[src/rtl/uavrx_pkg.sv]
`default_nettype none
package uavrx_pkg;

  localparam logic [7:0] SyncByte    = 8'h3C;
  localparam logic [7:0] AckType     = 8'h23;
  localparam logic [7:0] AckLenLo    = 8'h08;
  localparam logic [7:0] AckLenHi    = 8'h00;
  localparam logic [7:0] ObjReqType  = 8'h22;
  localparam logic [7:0] TypeFirst   = 8'h20;
  localparam logic [7:0] TypeLastKn  = 8'h24;
  localparam logic [15:0] MinFrameLen = 16'd8;
  localparam logic [15:0] HdrOnlyLen  = 16'd8;
  localparam logic [9:0] MaxBytesRst = 10'd1000;
  localparam logic       AckEnRst    = 1'b1;

  localparam int unsigned FifoDepth = 4;
  localparam int unsigned FifoAw    = $clog2(FifoDepth);
  localparam int unsigned FifoCw    = $clog2(FifoDepth + 1);

  localparam logic [3:0] AckLastStep = 4'd9;

  // configuration register indexes (word address)
  typedef enum logic {
    RegMaxBytes = 1'b0,
    RegAckEn    = 1'b1
  } reg_idx_e;

  typedef enum logic [3:0] {
    PhHunt    = 4'b0001,
    PhHeader  = 4'b0010,
    PhPayload = 4'b0100,
    PhCrc     = 4'b1000
  } phase_e;

  typedef enum logic [1:0] {
    CmdPayload   = 2'd0,
    CmdReport    = 2'd1,
    CmdReportAck = 2'd2
  } cmd_kind_e;

  typedef enum logic [1:0] {
    KindPayload = 2'd0,
    KindReport  = 2'd1,
    KindAck     = 2'd2
  } out_kind_e;

  typedef enum logic [1:0] {
    StOk      = 2'd0,
    StBadCrc  = 2'd1,
    StTooLong = 2'd2,
    StBadLen  = 2'd3
  } status_e;

  typedef struct packed {
    logic [9:0] max_bytes;
    logic       ack_en;
  } cfg_t;

  typedef struct packed {
    cmd_kind_e   kind;
    logic [7:0]  data;
    logic [7:0]  frame_type;
    logic [31:0] object_id;
    logic [15:0] frame_len;
    status_e     status;
  } cmd_t;

  typedef struct packed {
    out_kind_e   kind;
    logic [7:0]  data;
    logic [7:0]  frame_type;
    logic        type_known;
    logic [31:0] object_id;
    logic [15:0] frame_len;
    status_e     status;
    logic        last;
  } res_t;

  // CRC-8, polynomial 0x07, MSB first
  function automatic logic [7:0] crc8_byte(input logic [7:0] crc, input logic [7:0] b);
    logic [7:0] x;
    x = crc ^ b;
    for (int i = 0; i < 8; i++) begin
      x = x[7] ? ({x[6:0], 1'b0} ^ 8'h07) : {x[6:0], 1'b0};
    end
    return x;
  endfunction

endpackage
`default_nettype wire

[src/rtl/uavrx_if.sv]
`default_nettype none
interface uavrx_in_if;
  logic       valid;
  logic       ready;
  logic [7:0] rx_byte;

  modport source(output valid, output rx_byte, input ready);
  modport sink(input valid, input rx_byte, output ready);
endinterface

interface uavrx_out_if;
  logic        valid;
  logic        ready;
  logic [1:0]  out_kind;
  logic [7:0]  data_byte;
  logic [7:0]  frame_type;
  logic        type_known;
  logic [31:0] object_id;
  logic [15:0] frame_len;
  logic [1:0]  frame_status;
  logic        last;

  modport source(output valid, output out_kind, output data_byte, output frame_type,
                 output type_known, output object_id, output frame_len,
                 output frame_status, output last, input ready);
  modport sink(input valid, input out_kind, input data_byte, input frame_type,
               input type_known, input object_id, input frame_len,
               input frame_status, input last, output ready);
endinterface
`default_nettype wire

[src/rtl/uavrx_parser.sv]
`default_nettype none
module uavrx_parser
  import uavrx_pkg::*;
(
  input  wire logic       clk_i,
  input  wire logic       rst_ni,
  input  wire cfg_t       cfg_i,
  input  wire logic       valid_i,
  input  wire logic [7:0] rx_byte_i,
  output logic            ready_o,
  input  wire logic       full_i,
  output logic            push_o,
  output cmd_t            cmd_o
);

  phase_e      phase_q, phase_d;
  logic [9:0]  cnt_q, cnt_d;
  logic [15:0] len_q, len_d;
  logic [7:0]  crc_q, crc_d;
  logic [7:0]  type_q, type_d;
  logic [31:0] id_q, id_d;

  logic        accept;
  logic [10:0] cnt_nx;
  logic [7:0]  crc_nx;
  cmd_kind_e   kind;
  status_e     status;
  logic [7:0]  data;

  assign ready_o = !full_i;
  assign accept  = valid_i && !full_i;
  assign cnt_nx  = {1'b0, cnt_q} + 11'd1;
  assign crc_nx  = crc8_byte(crc_q, rx_byte_i);

  always_comb begin
    phase_d = phase_q;
    cnt_d   = cnt_q;
    len_d   = len_q;
    crc_d   = crc_q;
    type_d  = type_q;
    id_d    = id_q;
    push_o  = 1'b0;
    kind    = CmdReport;
    status  = StOk;
    data    = 8'h00;
    if (accept) begin
      unique case (phase_q)
        PhHunt: begin
          if (rx_byte_i == SyncByte) begin
            type_d = 8'h00;
            id_d   = 32'h0;
            len_d  = 16'h0;
            crc_d  = crc8_byte(8'h00, rx_byte_i);
            cnt_d  = 10'd1;
            if (cfg_i.max_bytes == 10'd0) begin
              push_o = 1'b1;
              status = StTooLong;
            end else begin
              phase_d = PhHeader;
            end
          end
        end
        PhHeader, PhPayload, PhCrc: begin
          if (cnt_nx > {1'b0, cfg_i.max_bytes}) begin
            // drop the byte, abort the frame
            phase_d = PhHunt;
            push_o  = 1'b1;
            status  = StTooLong;
          end else begin
            cnt_d = cnt_nx[9:0];
            priority if (phase_q == PhHeader) begin
              crc_d = crc_nx;
              priority if (cnt_q == 10'd1) begin
                type_d = rx_byte_i;
              end else if (cnt_q == 10'd2) begin
                len_d = {8'h00, rx_byte_i};
              end else if (cnt_q == 10'd3) begin
                len_d = {rx_byte_i, len_q[7:0]};
                if ({rx_byte_i, len_q[7:0]} < MinFrameLen) begin
                  phase_d = PhHunt;
                  push_o  = 1'b1;
                  status  = StBadLen;
                end
              end else if (cnt_q >= 10'd4 && cnt_q <= 10'd7) begin
                id_d[{cnt_q[1:0], 3'b000} +: 8] = rx_byte_i;
                if (cnt_q == 10'd7) begin
                  phase_d = (len_q == HdrOnlyLen) ? PhCrc : PhPayload;
                end
              end else begin
                phase_d = PhHunt;
              end
            end else if (phase_q == PhPayload) begin
              crc_d  = crc_nx;
              push_o = 1'b1;
              kind   = CmdPayload;
              data   = rx_byte_i;
              if ({5'b0, cnt_nx} == len_q) begin
                phase_d = PhCrc;
              end
            end else begin
              phase_d = PhHunt;
              push_o  = 1'b1;
              if (rx_byte_i == crc_q) begin
                status = StOk;
                kind   = (type_q == ObjReqType && cfg_i.ack_en) ? CmdReportAck : CmdReport;
              end else begin
                status = StBadCrc;
              end
            end
          end
        end
        default: phase_d = PhHunt;
      endcase
    end
  end

  always_comb begin
    cmd_o.kind       = kind;
    cmd_o.data       = data;
    cmd_o.frame_type = type_d;
    cmd_o.object_id  = id_d;
    cmd_o.frame_len  = len_d;
    cmd_o.status     = status;
  end

  always_ff @(posedge clk_i or negedge rst_ni) begin
    if (!rst_ni) begin
      phase_q <= PhHunt;
      cnt_q   <= 10'd0;
      len_q   <= 16'h0;
      crc_q   <= 8'h00;
      type_q  <= 8'h00;
      id_q    <= 32'h0;
    end else begin
      phase_q <= phase_d;
      cnt_q   <= cnt_d;
      len_q   <= len_d;
      crc_q   <= crc_d;
      type_q  <= type_d;
      id_q    <= id_d;
    end
  end

endmodule
`default_nettype wire

[src/rtl/uavrx_cmd_fifo.sv]
`default_nettype none
module uavrx_cmd_fifo
  import uavrx_pkg::*;
(
  input  wire logic clk_i,
  input  wire logic rst_ni,
  input  wire logic push_i,
  input  wire cmd_t cmd_i,
  output logic      full_o,
  input  wire logic pop_i,
  output cmd_t      cmd_o,
  output logic      empty_o
);

  cmd_t              mem_q [FifoDepth];
  logic [FifoAw-1:0] wr_q, wr_d;
  logic [FifoAw-1:0] rd_q, rd_d;
  logic [FifoCw-1:0] cnt_q, cnt_d;
  logic              do_push, do_pop;

  assign full_o  = (cnt_q == FifoCw'(FifoDepth));
  assign empty_o = (cnt_q == '0);
  assign cmd_o   = mem_q[rd_q];
  assign do_push = push_i && !full_o;
  assign do_pop  = pop_i && !empty_o;

  always_comb begin
    wr_d  = do_push ? wr_q + 1'b1 : wr_q;
    rd_d  = do_pop ? rd_q + 1'b1 : rd_q;
    cnt_d = cnt_q;
    if (do_push && !do_pop) begin
      cnt_d = cnt_q + 1'b1;
    end else if (do_pop && !do_push) begin
      cnt_d = cnt_q - 1'b1;
    end
  end

  always_ff @(posedge clk_i) begin
    if (do_push) begin
      mem_q[wr_q] <= cmd_i;
    end
  end

  always_ff @(posedge clk_i or negedge rst_ni) begin
    if (!rst_ni) begin
      wr_q  <= '0;
      rd_q  <= '0;
      cnt_q <= '0;
    end else begin
      wr_q  <= wr_d;
      rd_q  <= rd_d;
      cnt_q <= cnt_d;
    end
  end

endmodule
`default_nettype wire

[src/rtl/uavrx_emitter.sv]
`default_nettype none
module uavrx_emitter
  import uavrx_pkg::*;
(
  input  wire logic clk_i,
  input  wire logic rst_ni,
  input  wire cmd_t cmd_i,
  input  wire logic empty_i,
  output logic      pop_o,
  output logic      valid_o,
  input  wire logic ready_i,
  output res_t      res_o
);

  logic [3:0] step_q, step_d;
  logic [7:0] crc_q, crc_d;
  logic       out_valid_q, out_valid_d;
  res_t       out_q;
  res_t       res;
  logic       load;
  logic [7:0] ack_byte;

  assign load = !empty_i && (!out_valid_q || ready_i);

  // acknowledge frame bytes, step 1 onwards
  always_comb begin
    unique case (step_q)
      4'd1:    ack_byte = SyncByte;
      4'd2:    ack_byte = AckType;
      4'd3:    ack_byte = AckLenLo;
      4'd4:    ack_byte = AckLenHi;
      4'd5:    ack_byte = cmd_i.object_id[7:0];
      4'd6:    ack_byte = cmd_i.object_id[15:8];
      4'd7:    ack_byte = cmd_i.object_id[23:16];
      4'd8:    ack_byte = cmd_i.object_id[31:24];
      4'd9:    ack_byte = crc_q;
      default: ack_byte = 8'h00;
    endcase
  end

  always_comb begin
    res.frame_type = cmd_i.frame_type;
    res.type_known = (cmd_i.frame_type >= TypeFirst) && (cmd_i.frame_type <= TypeLastKn);
    res.object_id  = cmd_i.object_id;
    res.frame_len  = cmd_i.frame_len;
    if (step_q == 4'd0) begin
      res.kind   = (cmd_i.kind == CmdPayload) ? KindPayload : KindReport;
      res.data   = cmd_i.data;
      res.status = cmd_i.status;
      res.last   = (cmd_i.kind != CmdReportAck);
    end else begin
      res.kind   = KindAck;
      res.data   = ack_byte;
      res.status = StOk;
      res.last   = (step_q == AckLastStep);
    end
  end

  always_comb begin
    pop_o  = 1'b0;
    step_d = step_q;
    crc_d  = crc_q;
    if (load) begin
      if (res.last) begin
        pop_o  = 1'b1;
        step_d = 4'd0;
        crc_d  = 8'h00;
      end else begin
        step_d = step_q + 4'd1;
        crc_d  = (step_q == 4'd0) ? 8'h00 : crc8_byte(crc_q, ack_byte);
      end
    end
    out_valid_d = load ? 1'b1 : (out_valid_q && !ready_i);
  end

  always_ff @(posedge clk_i) begin
    if (load) begin
      out_q <= res;
    end
  end

  always_ff @(posedge clk_i or negedge rst_ni) begin
    if (!rst_ni) begin
      step_q      <= 4'd0;
      crc_q       <= 8'h00;
      out_valid_q <= 1'b0;
    end else begin
      step_q      <= step_d;
      crc_q       <= crc_d;
      out_valid_q <= out_valid_d;
    end
  end

  assign valid_o = out_valid_q;
  assign res_o   = out_q;

endmodule
`default_nettype wire

[src/rtl/uavtalk_frame_receiver_unit.sv]
`default_nettype none
// Frame receiver for a UAVTalk-style link. Link bytes enter one per word on in_i; the
// receiver hunts for sync 0x3C, collects type, 16-bit length and 32-bit object id, and
// passes each payload byte on out_o as it arrives (out_kind 0). At frame end it sends one
// report word (out_kind 1) with status ok, bad CRC, too long or bad length; a good type
// 0x22 frame with ack_enable set is followed by the nine bytes of an acknowledge frame
// (out_kind 2). The last flag marks the final word caused by one input byte. Rate: one
// input byte per cycle while the queue is not full; each result passes the command queue
// and the output register, which passes one word per cycle while out_o.ready is high,
// so a report with acknowledge holds it for ten words; a four-entry command queue
// between parser and emitter absorbs that, and in_i.ready falls only when the queue is
// full. Registers sit on an APB port: max_frame_bytes at 0x0 (bits 9:0, reset 1000),
// ack_enable at 0x4 (bit 0, reset 1); write them only while the receiver is idle.
module uavtalk_frame_receiver_unit
  import uavrx_pkg::*;
(
  input  wire logic        clk_i,
  input  wire logic        rst_ni,
  uavrx_in_if.sink         in_i,
  uavrx_out_if.source      out_o,
  input  wire logic        psel,
  input  wire logic        penable,
  input  wire logic        pwrite,
  input  wire logic [2:0]  paddr,
  input  wire logic [31:0] pwdata,
  output logic [31:0]      prdata,
  output logic             pready
);

  cfg_t cfg_q, cfg_d;
  logic cfg_wr;
  reg_idx_e reg_idx;

  cmd_t push_cmd, head_cmd;
  logic push, full, pop, empty;
  res_t res;

  // Configuration: word index in paddr[2], byte offset ignored.
  assign pready  = 1'b1;
  assign cfg_wr  = psel && penable && pwrite;
  assign reg_idx = reg_idx_e'(paddr[2]);

  always_comb begin
    cfg_d = cfg_q;
    if (cfg_wr) begin
      unique case (reg_idx)
        RegMaxBytes: cfg_d.max_bytes = pwdata[9:0];
        RegAckEn:    cfg_d.ack_en    = pwdata[0];
        default:     cfg_d = cfg_q;
      endcase
    end
  end

  always_comb begin
    unique case (reg_idx)
      RegMaxBytes: prdata = {22'h0, cfg_q.max_bytes};
      RegAckEn:    prdata = {31'h0, cfg_q.ack_en};
      default:     prdata = 32'h0;
    endcase
  end

  always_ff @(posedge clk_i or negedge rst_ni) begin
    if (!rst_ni) begin
      cfg_q.max_bytes <= MaxBytesRst;
      cfg_q.ack_en    <= AckEnRst;
    end else begin
      cfg_q <= cfg_d;
    end
  end

  // Front: classify each byte, push one command per byte that has results.
  uavrx_parser u_parser (
    .clk_i     (clk_i),
    .rst_ni    (rst_ni),
    .cfg_i     (cfg_q),
    .valid_i   (in_i.valid),
    .rx_byte_i (in_i.rx_byte),
    .ready_o   (in_i.ready),
    .full_i    (full),
    .push_o    (push),
    .cmd_o     (push_cmd)
  );

  uavrx_cmd_fifo u_fifo (
    .clk_i   (clk_i),
    .rst_ni  (rst_ni),
    .push_i  (push),
    .cmd_i   (push_cmd),
    .full_o  (full),
    .pop_i   (pop),
    .cmd_o   (head_cmd),
    .empty_o (empty)
  );

  // Back: expand each command into its result words.
  uavrx_emitter u_emitter (
    .clk_i   (clk_i),
    .rst_ni  (rst_ni),
    .cmd_i   (head_cmd),
    .empty_i (empty),
    .pop_o   (pop),
    .valid_o (out_o.valid),
    .ready_i (out_o.ready),
    .res_o   (res)
  );

  assign out_o.out_kind     = res.kind;
  assign out_o.data_byte    = res.data;
  assign out_o.frame_type   = res.frame_type;
  assign out_o.type_known   = res.type_known;
  assign out_o.object_id    = res.object_id;
  assign out_o.frame_len    = res.frame_len;
  assign out_o.frame_status = res.status;
  assign out_o.last         = res.last;

endmodule
`default_nettype wire
[src/flat_wrapper.sv]
// flat-port wrapper written by rule: the top's interface ports become plain ports
module uavtalk_frame_receiver_unit_flat import uavrx_pkg::*;
  (clk_i, rst_ni, psel, penable, pwrite, paddr, pwdata, prdata, pready, in_i_valid, in_i_rx_byte, in_i_ready, out_o_valid, out_o_out_kind, out_o_data_byte, out_o_frame_type, out_o_type_known, out_o_object_id, out_o_frame_len, out_o_frame_status, out_o_last, out_o_ready);
  uavrx_in_if in_i_i ();
  uavrx_out_if out_o_i ();
  input  wire logic clk_i;
  input  wire logic rst_ni;
  input  wire logic psel;
  input  wire logic penable;
  input  wire logic pwrite;
  input  wire logic [2:0] paddr;
  input  wire logic [31:0] pwdata;
  output logic [31:0] prdata;
  output logic pready;
  input wire logic [$bits(in_i_i.valid)-1:0] in_i_valid;
  input wire logic [$bits(in_i_i.rx_byte)-1:0] in_i_rx_byte;
  output wire logic [$bits(in_i_i.ready)-1:0] in_i_ready;
  output wire logic [$bits(out_o_i.valid)-1:0] out_o_valid;
  output wire logic [$bits(out_o_i.out_kind)-1:0] out_o_out_kind;
  output wire logic [$bits(out_o_i.data_byte)-1:0] out_o_data_byte;
  output wire logic [$bits(out_o_i.frame_type)-1:0] out_o_frame_type;
  output wire logic [$bits(out_o_i.type_known)-1:0] out_o_type_known;
  output wire logic [$bits(out_o_i.object_id)-1:0] out_o_object_id;
  output wire logic [$bits(out_o_i.frame_len)-1:0] out_o_frame_len;
  output wire logic [$bits(out_o_i.frame_status)-1:0] out_o_frame_status;
  output wire logic [$bits(out_o_i.last)-1:0] out_o_last;
  input wire logic [$bits(out_o_i.ready)-1:0] out_o_ready;
  assign in_i_i.valid = in_i_valid;
  assign in_i_i.rx_byte = in_i_rx_byte;
  assign in_i_ready = in_i_i.ready;
  assign out_o_valid = out_o_i.valid;
  assign out_o_out_kind = out_o_i.out_kind;
  assign out_o_data_byte = out_o_i.data_byte;
  assign out_o_frame_type = out_o_i.frame_type;
  assign out_o_type_known = out_o_i.type_known;
  assign out_o_object_id = out_o_i.object_id;
  assign out_o_frame_len = out_o_i.frame_len;
  assign out_o_frame_status = out_o_i.frame_status;
  assign out_o_last = out_o_i.last;
  assign out_o_i.ready = out_o_ready;
  uavtalk_frame_receiver_unit u_core (.clk_i(clk_i), .rst_ni(rst_ni), .in_i(in_i_i), .out_o(out_o_i), .psel(psel), .penable(penable), .pwrite(pwrite), .paddr(paddr), .pwdata(pwdata), .prdata(prdata), .pready(pready));
endmodule
[config.mk]
export PLATFORM = sky130hd
export DESIGN_NAME = uavtalk_frame_receiver_unit_flat
export DESIGN_NICKNAME = d
export VERILOG_FILES = /design/src/rtl/uavrx_pkg.sv /design/src/rtl/uavrx_if.sv /design/src/rtl/uavrx_parser.sv /design/src/rtl/uavrx_cmd_fifo.sv /design/src/rtl/uavrx_emitter.sv /design/src/rtl/uavtalk_frame_receiver_unit.sv /design/src/flat_wrapper.sv
export SDC_FILE = /design/constraint.sdc
export NUM_CORES = 1
export LEC_CHECK = 0
export BUFFER_PORTS_ARGS = -buffer_cell sky130_fd_sc_hd__buf_2
export CAP_MARGIN = 40
export CORE_UTILIZATION = 54
export CTS_CLUSTER_SIZE = 12
export DETAILED_ROUTE_END_ITERATION = 8
export PLACE_DENSITY = 0.81
export SYNTH_ARGS = -nofsm -noshare
export SYNTH_HDL_FRONTEND = slang
export SYNTH_SLANG_ARGS = --single-unit
[constraint.sdc]
create_clock -name clk_i -period 5.6 [get_ports clk_i]
set_clock_uncertainty 0.1 [all_clocks]
set_input_delay 1.12 -clock clk_i [delete_from_list [all_inputs] [get_ports clk_i]]
set_output_delay 1.12 -clock clk_i [all_outputs]
set_load 0.02 [all_outputs]
==> summary.md <==
| Metric | Value |
|---|---|
| Final Slew Violations | `0` |
| Largest net degree at the start of global routing | `75` |
| Setup bufs post-CTS | `0` |
| Core ar. | `approximately 35000 um^2` |
| Clock slew at reported path FFs | `0.06 ns` |
| Final GP Congestion | `a little over 0.9` |
| DRT antenna net count | `0` |
| Status | `completed` |
| Busiest layer in global routing | `met2` |
| Unique masters post-synth | `81` |
| CTS tree | `done` |
| Cell chain of the critical path | `ha_1 > and3_1 > nand3_1 > xnor2_1 > ha_1 > nand3_1 > nor3_1 > a211oi_1 > nor3_1 > buf_4 > a21o_1 > a21oi_2 > ha_1 > inv_1 > fa_1 > xor2_1 > nor2_1 > xor2_1` |
| Setup_tns | `0 ns` |
| Detailed-route DRC error count | `0` |
| Drt via density | `slightly above 6` |
| Via count | `approximately 11k` |
| Nets | `approximately 1.4k` |
| Fmax | `210 MHz` |
| GR Overflow Total | `0` |
| Synth Cell Area | `approximately 19000 um^2` |
| Area of the multi-input gates | `between 5000 and 6000 um^2` |
| Final WL | `42000 um` |
| Pwr Density | `~520 nW/um^2` |
| Cts repair resizes | `0` |
| Main synth FF type | `edfxtp_1` |
| Period utilisation layout | `0.850` |
| Num Clock Sinks | `approximately 450` |
| Die area | `roughly 37000 um^2` |
| WP data required | `roughly 6.0 ns` |
| CTS Buf Count | `between 40 and 50` |
| DRT iter0 DRCs | `about 1.1k` |
| Met3 GRT Util | `0.0521` |
| Starting Density | `0.553` |
| Clock Latency Late Sink | `between 0.5 and 0.6 ns` |
| CP bufs+invs | `2` |
| Post-route cell area | `approximately 22000 um^2` |
| Worst-margin pin slew | `approximately 0.94 ns` |
| Number of I/O pins | `155` |
| Clk root buf | `clkbuf_16` |
| DP Cell Count | `between 1.5k and 2k` |
| Cell Rows | `68` |
| Hold Path Class | `reg -> reg` |
| CP Launch Type | `flop` |
| Crit Path Class | `reg -> reg` |
| Lkg Pwr | `slightly above 8 nW` |
| RSZ-0062 raised after global routing | `false` |
| Crit-path max FO | `11` |
| GR Util met2 | `0.377` |
| Met1 Use GR | `0.319` |
| Fin. Hold Viols | `0` |
| Seq/Total Area, Yosys | `0.674` |
| Tot GR Track Use | `0.236` |
| CP endpoint kind | `flop` |
| Critical Path Start | `u_core.u_parser.cnt_q[0]` |
| Cells after synthesis | `~1.2k` |
| Critical path's slowest cell | `dfrtp_1` |
| # Max-Cap Violations | `0` |
| Vias in the first global route | `approximately 11k` |
| HP Start | `u_core.u_fifo.cnt_q[2]` |
| First-pass GRT wire length | `around 64000 um` |
| R2r startpoint | `u_core.u_parser.cnt_q[0]` |
| H-tree depth | `2` |
| Area after DPL | `~20000 um^2` |
| Delay-heaviest family, CP | `adder cells` |
| Post-synth ARST share | `0.242` |
| Reg area | `roughly 13000 um^2` |
| VDD IR-drop max | `0.339 mV` |
| Initial antenna violation count | `0` |
| Die X | `191 um` |
| Clock Path Buffers | `3` |
| Port buffer count | `107` |
| Slowest stage delay, CP | `roughly 0.62 ns` |
| Worst slew margin | `0.370` |
| Die height | `approximately 190 um` |
| Final cell count without fillers | `approximately 1.8k` |
| Min Clock Period, post-route | `between 4 and 5 ns` |
| Synth Register Bits | `451` |
| Half-perimeter wire length after detailed placement | `between 20000 and 30000 um` |
| Synth-to-Final Area Change | `12.2%` |
| Filler cell count | `about 2.5k` |
| Post-Syn Area per Cell | `between 15 and 20 um^2` |
| Final setup viols | `0` |
| CP Data Arrival Time | `5.12 ns` |
| CTS hold repair buffers | `0` |
| WL per Instance | `between 20 and 25 um` |
| First drt pass iteration count | `5` |
| Layout cells sized above 1 | `0.219` |
| Number of synthesized flops with an enable pin | `around 340` |
| Most numerous cell on the critical path | `ha_1` |
| Ys Warns | `0` |
==> metal layers <==
metal,vias up,part of all wire,wire (um)
li1,4814,-,-
met1,5612,0.41,17000
met2,563,0.48,20100
met3,95,0.085,3590
met4,0,0.032,1320
met5,-,0,0
==> cells by family after synthesis <==
family          share of synthesized area
fa+ha+maj                          0.0237
xor+xnor                           0.0381
simple gates                       0.0616
mux                                 0.100
other cells                      0.000389
buf+inv                            0.0330
compound gates                     0.0692
flops                               0.674
==> state kept, by name, indices dropped and copies added, names as in the netlist <==
register and flops:
u_core.u_emitter.valid_o 1, u_core.u_parser.id_q 32, u_core.u_parser.cnt_q 10, u_core.u_parser.type_q 8, u_core.u_parser.phase_q 4, u_core.u_parser.len_q 16, u_core.u_fifo.mem_q 272, u_core.u_fifo.wr_q 2
u_core.u_parser.crc_q 8, u_core.u_fifo.cnt_q 3, u_core.u_emitter.res_o 70, u_core.u_emitter.crc_q 8, u_core.u_fifo.rd_q 2, u_core.cfg_q 11, u_core.u_emitter.step_q 4
==> where the power goes <==
| group | total [mW] | switching (mW) | internal (mW) |
|---|---|---|---|
| Combinational | 3.78 | 2.21 | 1.57 |
| Clock | 2.91 | 1.22 | 1.69 |
| Sequential | 4.67 | 0.394 | 4.28 |
==> metrics by stage <==
stage / worst slack [ns] / total power, mW / utilization / hold slack [ns]
6_report: 0.841 / 11.4 / 0.621 / 0.394
5_1_grt: 0.521 / 11.9 / 0.621 / 0.414
4_1_cts: 0.876 / 11.4 / 0.621 / 0.398
3_5_place_dp: 0.904 / 8.50 / 0.579 / 0.388
3_3_place_gp: 1.02 / 8.34 / 0.578 / 0.375
2_1_floorplan: 0.650 / 7.50 / - / 0.364
==> cells in the mapped netlist (all sizes together) (5+ instances only) <==
cell	number	area (um^2)
mux2	24	270
a21oi	21	109
o31ai	5	37.5
xor2	26	228
mux2i	21	223
ha	35	438
nand2b	6	37.5
o21ai	51	263
nor2b	8	50.1
a32o	15	150
nor2	45	169
edfxtp	342	10300
nand3	27	140
xnor2	51	462
nor3	13	80.1
and3	19	119
clkbuf	41	208
inv	34	128
nor4	8	62.6
mux4	62	1440
and2	17	106
dfrtp	101	2530
buf	41	302
dfstp	8	210
a22o	46	403
nand4	9	56.3
nand2	48	183
==> layout by cell type (no fill, tap or decap), drive strengths merged, types with 4 or more instances in the layout <==
cell type	instances
o22ai	4
or4	4
clkinv	10
and2	17
inv	33
nand2	48
xnor2	51
a22o	46
nand4	9
dfstp	8
clkbuf	76
mux4	62
buf	126
ha	35
nand2b	6
conb	23
mux2i	21
nor2b	8
and3	19
nand3	27
nor4	8
or2	4
nor2	45
o21ai	51
o211ai	4
edfxtp	342
dfrtp	101
a21o	4
mux2	24
nor3	13
o221ai	4
a21oi	21
xor2	26
o31ai	5
a32o	15
==> final cells by class <==
class	count	share of cell area
Clock inverter	11	0.00393
Antenna cell	1	0.000116
Clock buffer	76	0.0622
Timing Repair Buffer	126	0.0353
Tap cell	455	0.0263
Inverter	34	0.00595
Sequential cell	451	0.601
Multi-Input combinational cell	653	0.265
==> path summary, 6_finish.rpt <==
path                                           to  slack [ns]  depth (start not counted)
hold / removal             u_core.u_fifo.cnt_q[2]        0.39                          1
min in group asynchronous         u_core.cfg_q[5]        0.51                          1
hold reg to reg            u_core.u_fifo.cnt_q[2]        0.39                          1
setup / recovery           u_core.u_fifo.cnt_q[2]        0.84                         18
setup reg to reg           u_core.u_fifo.cnt_q[2]        0.84                         18
max in group asynchronous   u_core.u_fifo.rd_q[0]        3.87                          2
Power figures use the tool's default switching activity.
